## src/rtl/lmfe_pkg.sv

```systemverilog
// Shared constants, types and tables of the log-mel feature extractor.
package lmfe_pkg;

    localparam int FFT_SIZE_DEF   = 512;
    localparam int WINDOW_LEN_DEF = 400;
    localparam int MEL_BANDS_DEF  = 40;
    localparam int MAX_FRAMES_DEF = 255;

    localparam int RING_DEPTH = 512;
    localparam int RING_AW    = 9;
    localparam int TW_HALF    = 512;
    localparam int TW_AW      = 9;
    localparam int POW_SHIFT  = 12;
    localparam int POW_W      = 64 - POW_SHIFT;
    localparam int ACC_EXP    = 34;
    localparam int LOG_EPS    = 172;
    localparam int LOG10_MUL  = 1233;
    localparam longint TW_COS_Q30 = 64'sd1073721611;
    localparam longint TW_SIN_Q30 = 64'sd6588356;

    localparam int IDX_W    = 14;
    localparam int COEF_W   = 16;
    localparam int SMP_W    = 16;
    localparam int FEAT_W   = 16;
    localparam int BAND_W   = 6;
    localparam int FRAME_W  = 8;
    localparam int CNT10_W  = 10;
    localparam int CLAMP_W  = 15;
    localparam int CFG_W    = 16;
    localparam int CFG_AW   = 3;

    localparam logic [1:0] MODE_WIN = 2'd0;
    localparam logic [1:0] MODE_MEL = 2'd1;
    localparam logic [1:0] MODE_PCM = 2'd2;

    localparam logic [CFG_AW-1:0] REG_FEAT_MEAN   = 3'd0;
    localparam logic [CFG_AW-1:0] REG_FEAT_INVSTD = 3'd1;
    localparam logic [CFG_AW-1:0] REG_FEAT_CLAMP  = 3'd2;
    localparam logic [CFG_AW-1:0] REG_HOP_LEN     = 3'd3;
    localparam logic [CFG_AW-1:0] REG_FRAME_LIMIT = 3'd4;

    typedef logic [11:0] frac_arr_t [32];
    localparam frac_arr_t FRAC_LOG2 = '{
        12'd0,    12'd182,  12'd358,  12'd530,  12'd696,  12'd858,  12'd1016, 12'd1169,
        12'd1319, 12'd1465, 12'd1607, 12'd1746, 12'd1882, 12'd2015, 12'd2145, 12'd2272,
        12'd2396, 12'd2518, 12'd2637, 12'd2754, 12'd2869, 12'd2982, 12'd3092, 12'd3200,
        12'd3307, 12'd3412, 12'd3514, 12'd3615, 12'd3715, 12'd3812, 12'd3908, 12'd4003
    };

    typedef logic signed [16:0] tw_arr_t [TW_HALF];

    function automatic longint rnd_sh(input longint v, input int sh);
        return (v + (64'sd1 <<< (sh - 1))) >>> sh;
    endfunction

    function automatic tw_arr_t tw_build(input bit want_sin);
        tw_arr_t t;
        longint c;
        longint s;
        longint nc;
        longint ns;
        c = 64'sd1 <<< 30;
        s = 64'sd0;
        for (int k = 0; k < TW_HALF; k++) begin
            t[k] = want_sin ? 17'(rnd_sh(s, 15)) : 17'(rnd_sh(c, 15));
            nc = rnd_sh(c * TW_COS_Q30 - s * TW_SIN_Q30, 30);
            ns = rnd_sh(s * TW_COS_Q30 + c * TW_SIN_Q30, 30);
            c = nc;
            s = ns;
        end
        return t;
    endfunction

    localparam tw_arr_t TW_COS_TAB = tw_build(1'b0);
    localparam tw_arr_t TW_SIN_TAB = tw_build(1'b1);

    typedef struct packed {
        logic       win_wr;
        logic       mel_wr;
        logic       ring_wr;
        logic       load_rd;
        logic       load_mul;
        logic       load_wr;
        logic       load_zero;
        logic       bf_rd;
        logic       bf_mul;
        logic       bf_wr_a;
        logic       bf_wr_b;
        logic       pw_rd;
        logic       pw_mul;
        logic       pw_wr;
        logic       mel_clr;
        logic       mel_issue;
        logic [5:0] log_step;
    } lmfe_cmd_t;

endpackage

```

## src/rtl/lmfe_ctrl.sv

```systemverilog
// Controller: input handshake, clip and hop counters, frame sequencer, output handshake.
module lmfe_ctrl import lmfe_pkg::*; #(
    parameter int FFT_SIZE   = FFT_SIZE_DEF,
    parameter int WINDOW_LEN = WINDOW_LEN_DEF,
    parameter int MEL_BANDS  = MEL_BANDS_DEF,
    parameter int MAX_FRAMES = MAX_FRAMES_DEF
) (
    input  logic                                        aclk,
    input  logic                                        aresetn,
    input  logic                                        in_valid,
    output logic                                        in_ready,
    input  logic [1:0]                                  in_mode,
    input  logic [IDX_W-1:0]                            in_index,
    input  logic                                        in_clip_start,
    output logic                                        out_valid,
    input  logic                                        out_ready,
    output logic                                        out_last,
    output logic [BAND_W-1:0]                           out_band,
    output logic [FRAME_W-1:0]                          out_frame,
    input  logic [CNT10_W-1:0]                          hop_len,
    input  logic [FRAME_W-1:0]                          frame_limit,
    output lmfe_cmd_t                                   cmd,
    output logic [$clog2(FFT_SIZE)-1:0]                 addr_a,
    output logic [$clog2(FFT_SIZE)-1:0]                 addr_b,
    output logic [TW_AW-1:0]                            tw_idx,
    output logic [RING_AW-1:0]                          ring_addr,
    output logic [$clog2((FFT_SIZE/2+1)*MEL_BANDS)-1:0] mel_addr
);

    localparam int FFT_AW    = $clog2(FFT_SIZE);
    localparam int NBINS     = FFT_SIZE / 2 + 1;
    localparam int MEL_DEPTH = NBINS * MEL_BANDS;
    localparam int MEL_AW    = $clog2(MEL_DEPTH);
    localparam int CNT_W     = FFT_AW + 1;
    localparam int STG_W     = $clog2(FFT_AW);

    typedef enum logic [2:0] {
        ST_IDLE, ST_LOAD, ST_FFT, ST_POW, ST_MEL, ST_LOG, ST_OUT
    } state_t;

    state_t               state_reg, state_next;
    logic [2:0]           ph_reg, ph_next;
    logic [CNT_W-1:0]     cnt_reg, cnt_next;
    logic [STG_W-1:0]     stage_reg, stage_next;
    logic [BAND_W-1:0]    band_reg, band_next;
    logic [MEL_AW-1:0]    mel_addr_reg, mel_addr_next;
    logic [RING_AW-1:0]   wr_pos_reg, wr_pos_next;
    logic [CNT10_W-1:0]   sic_reg, sic_next;
    logic [CNT10_W-1:0]   hop_cnt_reg, hop_cnt_next;
    logic [FRAME_W-1:0]   frames_reg, frames_next;
    logic [FRAME_W-1:0]   frame_idx_reg, frame_idx_next;

    logic [CNT10_W-1:0]   sic_c, hop_c;
    logic [FRAME_W-1:0]   frames_c;
    logic                 due;
    logic [CNT_W-1:0]     bf_k;
    logic [CNT_W-1:0]     bf_a_full;
    logic [19:0]          tw_full;

    assign in_ready  = (state_reg == ST_IDLE);
    assign out_valid = (state_reg == ST_OUT);
    assign out_last  = (band_reg == BAND_W'(MEL_BANDS - 1));
    assign out_band  = band_reg;
    assign out_frame = frame_idx_reg;
    assign mel_addr  = mel_addr_reg;

    always_comb begin
        bf_k      = cnt_reg & ((CNT_W'(1) << stage_reg) - CNT_W'(1));
        bf_a_full = ((cnt_reg >> stage_reg) << (stage_reg + 1)) | bf_k;
        tw_full   = 20'(bf_k) << (TW_AW - 32'(stage_reg));
        tw_idx    = tw_full[TW_AW-1:0];
        if (state_reg == ST_FFT) begin
            addr_a = bf_a_full[FFT_AW-1:0];
        end else begin
            addr_a = cnt_reg[FFT_AW-1:0];
        end
        addr_b = addr_a | (FFT_AW'(1) << stage_reg);
        if (state_reg == ST_IDLE) begin
            ring_addr = wr_pos_reg;
        end else begin
            ring_addr = wr_pos_reg + RING_AW'(RING_DEPTH - WINDOW_LEN) + RING_AW'(cnt_reg);
        end
    end

    always_comb begin
        state_next     = state_reg;
        ph_next        = ph_reg;
        cnt_next       = cnt_reg;
        stage_next     = stage_reg;
        band_next      = band_reg;
        mel_addr_next  = mel_addr_reg;
        wr_pos_next    = wr_pos_reg;
        sic_next       = sic_reg;
        hop_cnt_next   = hop_cnt_reg;
        frames_next    = frames_reg;
        frame_idx_next = frame_idx_reg;
        cmd            = '0;
        sic_c          = in_clip_start ? '0 : sic_reg;
        hop_c          = in_clip_start ? '0 : hop_cnt_reg;
        frames_c       = in_clip_start ? '0 : frames_reg;
        due            = 1'b0;

        unique case (state_reg)
            ST_IDLE: begin
                if (in_valid) begin
                    unique case (in_mode)
                        MODE_WIN: cmd.win_wr = (32'(in_index) < WINDOW_LEN);
                        MODE_MEL: cmd.mel_wr = (32'(in_index) < MEL_DEPTH);
                        MODE_PCM: begin
                            cmd.ring_wr  = 1'b1;
                            wr_pos_next  = wr_pos_reg + RING_AW'(1);
                            frames_next  = frames_c;
                            hop_cnt_next = hop_c;
                            sic_next     = sic_c;
                            if (32'(sic_c) < WINDOW_LEN) begin
                                sic_next = sic_c + CNT10_W'(1);
                                due      = (32'(sic_next) == WINDOW_LEN);
                            end else begin
                                if (hop_c != '0) begin
                                    hop_cnt_next = hop_c - CNT10_W'(1);
                                end
                                due = (hop_cnt_next == '0);
                            end
                            if (due) begin
                                hop_cnt_next = (hop_len == '0) ? CNT10_W'(1) : hop_len;
                                if (frames_c < frame_limit
                                        && frames_c < FRAME_W'(MAX_FRAMES)) begin
                                    frame_idx_next = frames_c;
                                    frames_next    = frames_c + FRAME_W'(1);
                                    state_next     = ST_LOAD;
                                    ph_next        = '0;
                                    cnt_next       = '0;
                                end
                            end
                        end
                        default: ;
                    endcase
                end
            end
            ST_LOAD: begin
                cmd.load_rd   = (ph_reg == 3'd0);
                cmd.load_mul  = (ph_reg == 3'd1);
                cmd.load_wr   = (ph_reg == 3'd2);
                cmd.load_zero = (32'(cnt_reg) >= WINDOW_LEN);
                ph_next       = ph_reg + 3'd1;
                if (ph_reg == 3'd2) begin
                    ph_next = '0;
                    if (cnt_reg == CNT_W'(FFT_SIZE - 1)) begin
                        state_next = ST_FFT;
                        cnt_next   = '0;
                        stage_next = '0;
                    end else begin
                        cnt_next = cnt_reg + CNT_W'(1);
                    end
                end
            end
            ST_FFT: begin
                cmd.bf_rd   = (ph_reg == 3'd0);
                cmd.bf_mul  = (ph_reg == 3'd1);
                cmd.bf_wr_a = (ph_reg == 3'd2);
                cmd.bf_wr_b = (ph_reg == 3'd3);
                ph_next     = ph_reg + 3'd1;
                if (ph_reg == 3'd3) begin
                    ph_next = '0;
                    if (cnt_reg == CNT_W'(FFT_SIZE / 2 - 1)) begin
                        cnt_next = '0;
                        if (stage_reg == STG_W'(FFT_AW - 1)) begin
                            state_next = ST_POW;
                        end else begin
                            stage_next = stage_reg + STG_W'(1);
                        end
                    end else begin
                        cnt_next = cnt_reg + CNT_W'(1);
                    end
                end
            end
            ST_POW: begin
                cmd.pw_rd  = (ph_reg == 3'd0);
                cmd.pw_mul = (ph_reg == 3'd1);
                cmd.pw_wr  = (ph_reg == 3'd2);
                ph_next    = ph_reg + 3'd1;
                if (ph_reg == 3'd2) begin
                    ph_next = '0;
                    if (cnt_reg == CNT_W'(FFT_SIZE / 2)) begin
                        state_next    = ST_MEL;
                        cnt_next      = '0;
                        band_next     = '0;
                        mel_addr_next = '0;
                    end else begin
                        cnt_next = cnt_reg + CNT_W'(1);
                    end
                end
            end
            ST_MEL: begin
                cmd.mel_clr   = (cnt_reg == '0);
                cmd.mel_issue = (32'(cnt_reg) < NBINS);
                if (cmd.mel_issue) begin
                    mel_addr_next = mel_addr_reg + MEL_AW'(MEL_BANDS);
                end
                cnt_next = cnt_reg + CNT_W'(1);
                if (cnt_reg == CNT_W'(NBINS + 1)) begin
                    state_next = ST_LOG;
                    ph_next    = '0;
                end
            end
            ST_LOG: begin
                cmd.log_step = 6'(1) << ph_reg;
                ph_next      = ph_reg + 3'd1;
                if (ph_reg == 3'd5) begin
                    state_next = ST_OUT;
                end
            end
            ST_OUT: begin
                if (out_ready) begin
                    if (out_last) begin
                        state_next = ST_IDLE;
                    end else begin
                        state_next    = ST_MEL;
                        band_next     = band_reg + BAND_W'(1);
                        cnt_next      = '0;
                        mel_addr_next = MEL_AW'(band_reg) + MEL_AW'(1);
                    end
                end
            end
            default: state_next = ST_IDLE;
        endcase
    end

    always_ff @(posedge aclk) begin
        if (!aresetn) begin
            state_reg     <= ST_IDLE;
            ph_reg        <= '0;
            cnt_reg       <= '0;
            stage_reg     <= '0;
            band_reg      <= '0;
            mel_addr_reg  <= '0;
            wr_pos_reg    <= '0;
            sic_reg       <= '0;
            hop_cnt_reg   <= '0;
            frames_reg    <= '0;
            frame_idx_reg <= '0;
        end else begin
            state_reg     <= state_next;
            ph_reg        <= ph_next;
            cnt_reg       <= cnt_next;
            stage_reg     <= stage_next;
            band_reg      <= band_next;
            mel_addr_reg  <= mel_addr_next;
            wr_pos_reg    <= wr_pos_next;
            sic_reg       <= sic_next;
            hop_cnt_reg   <= hop_cnt_next;
            frames_reg    <= frames_next;
            frame_idx_reg <= frame_idx_next;
        end
    end

    a_no_overlap: assert property (@(posedge aclk) disable iff (!aresetn)
        !(in_ready && out_valid))
        else $error("input and output words both open");

    a_last_idle: assert property (@(posedge aclk) disable iff (!aresetn)
        (out_valid && out_ready && out_last) |=> in_ready)
        else $error("block not idle after last band");

    a_one_op: assert property (@(posedge aclk) disable iff (!aresetn)
        $onehot0({cmd.load_rd, cmd.load_mul, cmd.load_wr, cmd.bf_rd, cmd.bf_mul,
                  cmd.bf_wr_a, cmd.bf_wr_b, cmd.pw_rd, cmd.pw_mul, cmd.pw_wr,
                  cmd.mel_issue, cmd.log_step}))
        else $error("datapath operations overlap");

    a_frame_count: assert property (@(posedge aclk) disable iff (!aresetn)
        (state_reg == ST_LOAD && $past(state_reg) == ST_IDLE)
            |-> (frames_reg == frame_idx_reg + FRAME_W'(1)))
        else $error("frame counter out of step");

endmodule

```

## config.mk

```make
export PLATFORM = sky130hd
export DESIGN_NAME = lmfe_ctrl
export DESIGN_NICKNAME = d
export VERILOG_FILES = /design/src/rtl/lmfe_pkg.sv /design/src/rtl/lmfe_ctrl.sv
export SDC_FILE = /design/constraint.sdc
export NUM_CORES = 1
export LEC_CHECK = 0
export BUFFER_PORTS_ARGS = -buffer_cell sky130_fd_sc_hd__buf_2
export CAP_MARGIN = 20
export CORE_UTILIZATION = 42
export CTS_BUF_LIST = sky130_fd_sc_hd__clkbuf_2
export DETAILED_ROUTE_END_ITERATION = 12
export RECOVER_POWER = 100
export SYNTH_ARGS = -nofsm -noshare
export SYNTH_HDL_FRONTEND = slang
export SYNTH_SLANG_ARGS = --single-unit
export TNS_END_PERCENT = 10
```

## constraint.sdc

```tcl
create_clock -name aclk -period 4.7 [get_ports aclk]
set_clock_uncertainty 0.2 [all_clocks]
set_input_delay 0.705 -clock aclk [delete_from_list [all_inputs] [get_ports aclk]]
set_output_delay 0.705 -clock aclk [all_outputs]
set_load 0.02 [all_outputs]
```

# Word-level counts from Yosys, hierarchy flattened
# Cells that the tools add are included.
[totals]
mem_bits_rw = 0
rom_bits = 0
latch_bits = 0
mem_count = 0
output_inout_bits = 89
ff_bits = 85
in_bits = 39
[classes]
reduce_logical = 22
bitwise = 3
addsub = 15
multipliers = 0
n_eq_ne = 36
n_div = 0
shifts = 6
order_cmp = 7
n_mux = 84
[op_table]
columns = ["cell", "count"]
rows = [
  ["$mux 10", 23],
  ["$mux 3", 25],
  ["$mux 14", 5],
  ["$pmux 10 s6", 1],
  ["$pmux 14 s3", 1],
  ["$eq 10x9->1 const B", 4],
  ["$shl 10x32->9", 1],
  ["$logic_not 10->1", 3],
  ["$mux 6", 5],
  ["$mux 4", 7],
  ["$mux 8", 3],
  ["$pmux 3 s7", 1],
  ["$add 10x1->10 const B", 2],
  ["$lt 10x9->1 const B", 2],
  ["$ne 2x2->1 const B", 10],
  ["$sub 10x1->10 const B", 2],
  ["$mux 9", 2],
  ["$or 9x9->9", 2],
  ["$reduce_and 6->1", 3],
  ["$pmux 3 s5", 1],
  ["$add 14x6->14 const B", 1],
  ["$lt 14x14->1 const B", 1],
  ["$lt 14x9->1 const B", 1],
  ["$ne 2x1->1 const B", 7],
  ["44 further kinds", 60],
]

# Longest topological paths before layout
[logic_depth]
word_depth = 16
ltp_mapped = 16
depth_no_buf = 11

# Least setup slack after synthesis
# Ideal clock, no wire load.
[synth_path]
kind = "register to output"
from = "register stage_reg[1]"
to = "output port tw_idx[4]"
path_stages_with_launch = 13
setup_slack_ps = 443
t_arrival_ps = 3352
t_required_ps = 3795
path_buffers = 2
cell_sequence = "dfxtp_1 clkbuf_1 clkbuf_1 clkinv_1 ha_1 nand2_1 ha_1 xnor2_1 nand2b_1 mux2_2 nor2_1 a221oi_1 a211oi_1"
[synth_via]
elab_chain_len = 4
[synth_lines]
columns = ["item", "line", "rtl"]
rows = [
  ["start, declared", "lmfe_ctrl.sv:44", "logic [STG_W-1:0] stage_reg, stage_next;"],
  ["start signal, assigned", "lmfe_ctrl.sv:246", "stage_reg <= stage_next;"],
  ["$shl 1x4->10", "lmfe_ctrl.sv:68", "bf_k = cnt_reg & ((CNT_W'(1) << stage_reg) - CNT_W'(1));"],
  ["$sub 10x1->10", "lmfe_ctrl.sv:68", ""],
  ["$and 10x10->10", "lmfe_ctrl.sv:68", ""],
  ["$shl 10x32->9 (*)", "lmfe_ctrl.sv:70", "tw_full = 20'(bf_k) << (TW_AW - 32'(stage_reg));"],
  ["end, declared", "lmfe_ctrl.sv:25", "output logic [TW_AW-1:0] tw_idx,"],
]
# Mark *: on every way between the ends. The rest lies on a longest branch, timed or not.

# Final worst setup path
[layout_path]
from = "register cnt_reg[4]"
to = "output port ring_addr[8]"
[layout_via]
elab_chain_len = 2
[layout_lines]
columns = ["item", "line", "rtl"]
rows = [
  ["start, declared", "lmfe_ctrl.sv:43", "logic [CNT_W-1:0] cnt_reg, cnt_next;"],
  ["start signal, assigned", "lmfe_ctrl.sv:245", "cnt_reg <= cnt_next;"],
  ["$add 9x9->9", "lmfe_ctrl.sv:81", "ring_addr = wr_pos_reg + RING_AW'(RING_DEPTH - WINDOW_LEN) + RING_AW'(cnt_reg);"],
  ["$mux 9", "lmfe_ctrl.sv:78", "if (state_reg == ST_IDLE) begin"],
  ["end, declared", "lmfe_ctrl.sv:26", "output logic [RING_AW-1:0] ring_addr,"],
]
# Every way passes these cells.

==> results.md <==
- Drt pass-1 iters: 5
- Largest net degree at the start of global routing: 46
- Gate Count Post-Synth: 1064
- Worst vdd ir: 0.140 mV
- Final Cycle Share: 95.4%
- Clock-pin slew on the worst setup and hold paths: 0.25 ns
- Count leader, synth: nand2_1
- Seq/Total Area, Yosys: 22.3%
- Cell taking the most area after synthesis: dfxtp_1
- Fill count: 1902
- Fraction of layout cells with a size suffix above 1: 9.57%
- Pwr dens: 144 nW/um^2
- Max reg flops: 14
- I/O Pins: 128
- Fraction of registers with async set/reset: 0%
- First-pass GRT wire length: 35400 um
- Syn_nets: 1152
- Yosys top cell area share: 22.3%
- Starting Density: 43.5%
- Antenna violations before repair: 1
- Critical path required time: 3.80 ns
- Max cap viols: 0
- Clock Sinks: 85
- Max Slew Vio Count: 0
- Die Area: 18700 um^2
- Top area cells in the synthesized netlist: dfxtp_1 (22%), ha_1 (7.9%), nand2_1 (6.0%)
- Core area: 17500 um^2
- Final Hold Fails: 0
- Critical path's slowest cell: dfxtp_1
- Register Area: 1710 um^2
- Synth cell types: 82
- Maximum clock frequency: 223 MHz
- PortBufs: 124
- FP Rows: 48
- Final ANT Viol Nets: 0
- Vias: 7982
- Placer congestion estimate: 0.937
- EDFF count, synth: 0
- Slew @ Worst Pin: 1.21 ns
- Top cells by count, synth: nand2_1 (121), nor2_1 (110), dfxtp_1 (85)
- Drc violations: 0
- Synth warn: 0
- Vias/cell: 5.76
- Crit. End Element: output port
- Yosys reg bits: 85
- Synth Area per Inst: 7.17 um^2
- Clock Tree Buf Depth: 2
- Max incr delay on CP: 0.62 ns
- Hold Crit Class: in2reg
- Post-Syn Area: 7630 um^2
- Nets@finish: 1243
- Cell Chain, Critical Path: inv_1 -> ha_1 -> inv_1 -> ha_1 -> inv_1 -> o21bai_1 -> a2111oi_0 -> o21ai_0 -> a21oi_1 -> xor2_1 -> buf_2
- Area Overhead vs Synth: 10.3%
- RSZ-0062 raised after global routing: false
- CTS tree: built
- Final min period: 4.48 ns
- Status: complete, no violations
- Die Span Y: 137 um
- Slew margin rel.: 19.1%
- Inserted Clock Buffers: 9
- CP Launch Type: flop
- Layout Utilization: 48.0%
- H-tree Lvls: 3
- Detailed placer's ending HPWL: 16100 um
- CTS Hold Bufs: 0
- Crit path top cell by count: inv_1
- Leakage: 3.37 nW
- # setup viols final: 0
- Final wirelength: 21800 um
- Insertion delay to the later sink of the worst-skew pair: 0.63 ns
- Critical path data arrival time: 3.58 ns
- WS Path Type: reg2out
- WL per Instance: 15.8 um
- Post-route setup TNS: 0 ns
- Multi-input combinational cell area: 5440 um^2
- CP Max Fanout: 12
- Primary FF master, synth: dfxtp_1
- DRT iter0 DRCs: 491
- Hold WS: 0.166 ns
- Die width: 137 um
- Number of global-route vias before repair: 7098
- Setup Buffers After CTS: 0
- Root buffer cell: clkbuf_2
- Gr usage total: 23.7%
- Grt ovf: 0
==> report_power, final <==
group          switching, mW  internal (mW)  total, mW
Sequential           0.00838          0.727      0.735
Combinational         0.0636         0.0378      0.101
Clock                  0.298         0.0764      0.374
Total                  0.370          0.841       1.21
==> per-stage QoR <==
stage               instance area (um^2)  power [mW]  worst slack (ns)  std cells
floorplan                           7630       0.814             0.443       1064
global placement                    8430       0.851             0.752       1369
detailed placement                  8430       0.851             0.741       1369
CTS                                 8540        1.23             0.132       1385
global route                        8420        1.27           0.00137       1386
finish                              8420        1.21             0.215       1386
==> logic make-up after synthesis <==
logic type               Yosys count  share of synthesized area [%]
AO/OA/AOI/OAI                    264                           22.1
XOR/XNOR                          29                           3.33
adder cells (fa/ha/maj)           50                           8.27
buffers and inverters            121                           6.27
flip-flops                        85                           22.3
multiplexers                      46                           6.63
AND/OR/NAND/NOR                  469                           31.1
==> area by class of cell <==
class	instances	share of cell area [%]
Multi-Input combinational cell	858	64.6
Sequential cell	85	20.3
Timing Repair Buffer	149	8.16
Tap cell	225	3.35
Inverter	52	2.32
Clock inverter	7	0.699
Clock buffer	9	0.535
Antenna cell	1	0.0297
==> metal layers <==
metal  track usage (%)  share of wire, %
met1              31.8                47
met2              39.0                46
met3              3.63               5.3
met4              6.60               1.7
met5                 0                 0
==> what timing repair did <==
| item | CTS | global route |
|---|---|---|
| resized for setup | 0 | 5 |
| setup endpoints to repair | 0 | 6 |
| hold endpoints to repair | 0 | 0 |
==> critical path: cells and delay by family (launching register included) <==
family / cells / cell delay [ns]
xor gates and xnor gates: 1 / 0.16
buffers and inverters: 4 / 0.55
adders and majority gates: 2 / 0.60
DFF: 1 / 0.62
AOI/OAI and AO/OA: 4 / 1.05
==> final timing paths <==
kind,start,endpoint,slack (ns),depth (start not counted)
max,cnt_reg[4]$_SDFFE_PN0P_,ring_addr[8],0.22,11
min,hop_len[1],hop_cnt_reg[1]$_SDFFE_PN0P_,0.17,3
max reg2reg,state_reg[2]$_SDFFE_PN0P_,frames_reg[7]$_SDFFE_PN0P_,0.58,12
min reg2reg,mel_addr[1]$_SDFFE_PN0P_,mel_addr[1]$_SDFFE_PN0P_,0.28,2
==> placed cells by master (no fill, tap or decap), types with 18 or more instances in the layout <==
cell	count
nand2b_1	20
ha_1	47
nand4_1	22
and3_1	18
dfxtp_1	83
buf_2	41
mux2i_1	37
nand3_1	50
nor2_1	111
nor2b_1	19
clkbuf_1	86
nor3_1	32
nand2_1	121
inv_1	46
o21ai_0	66
a21oi_1	81
Note: power is estimated with default switching activity, not from simulation.
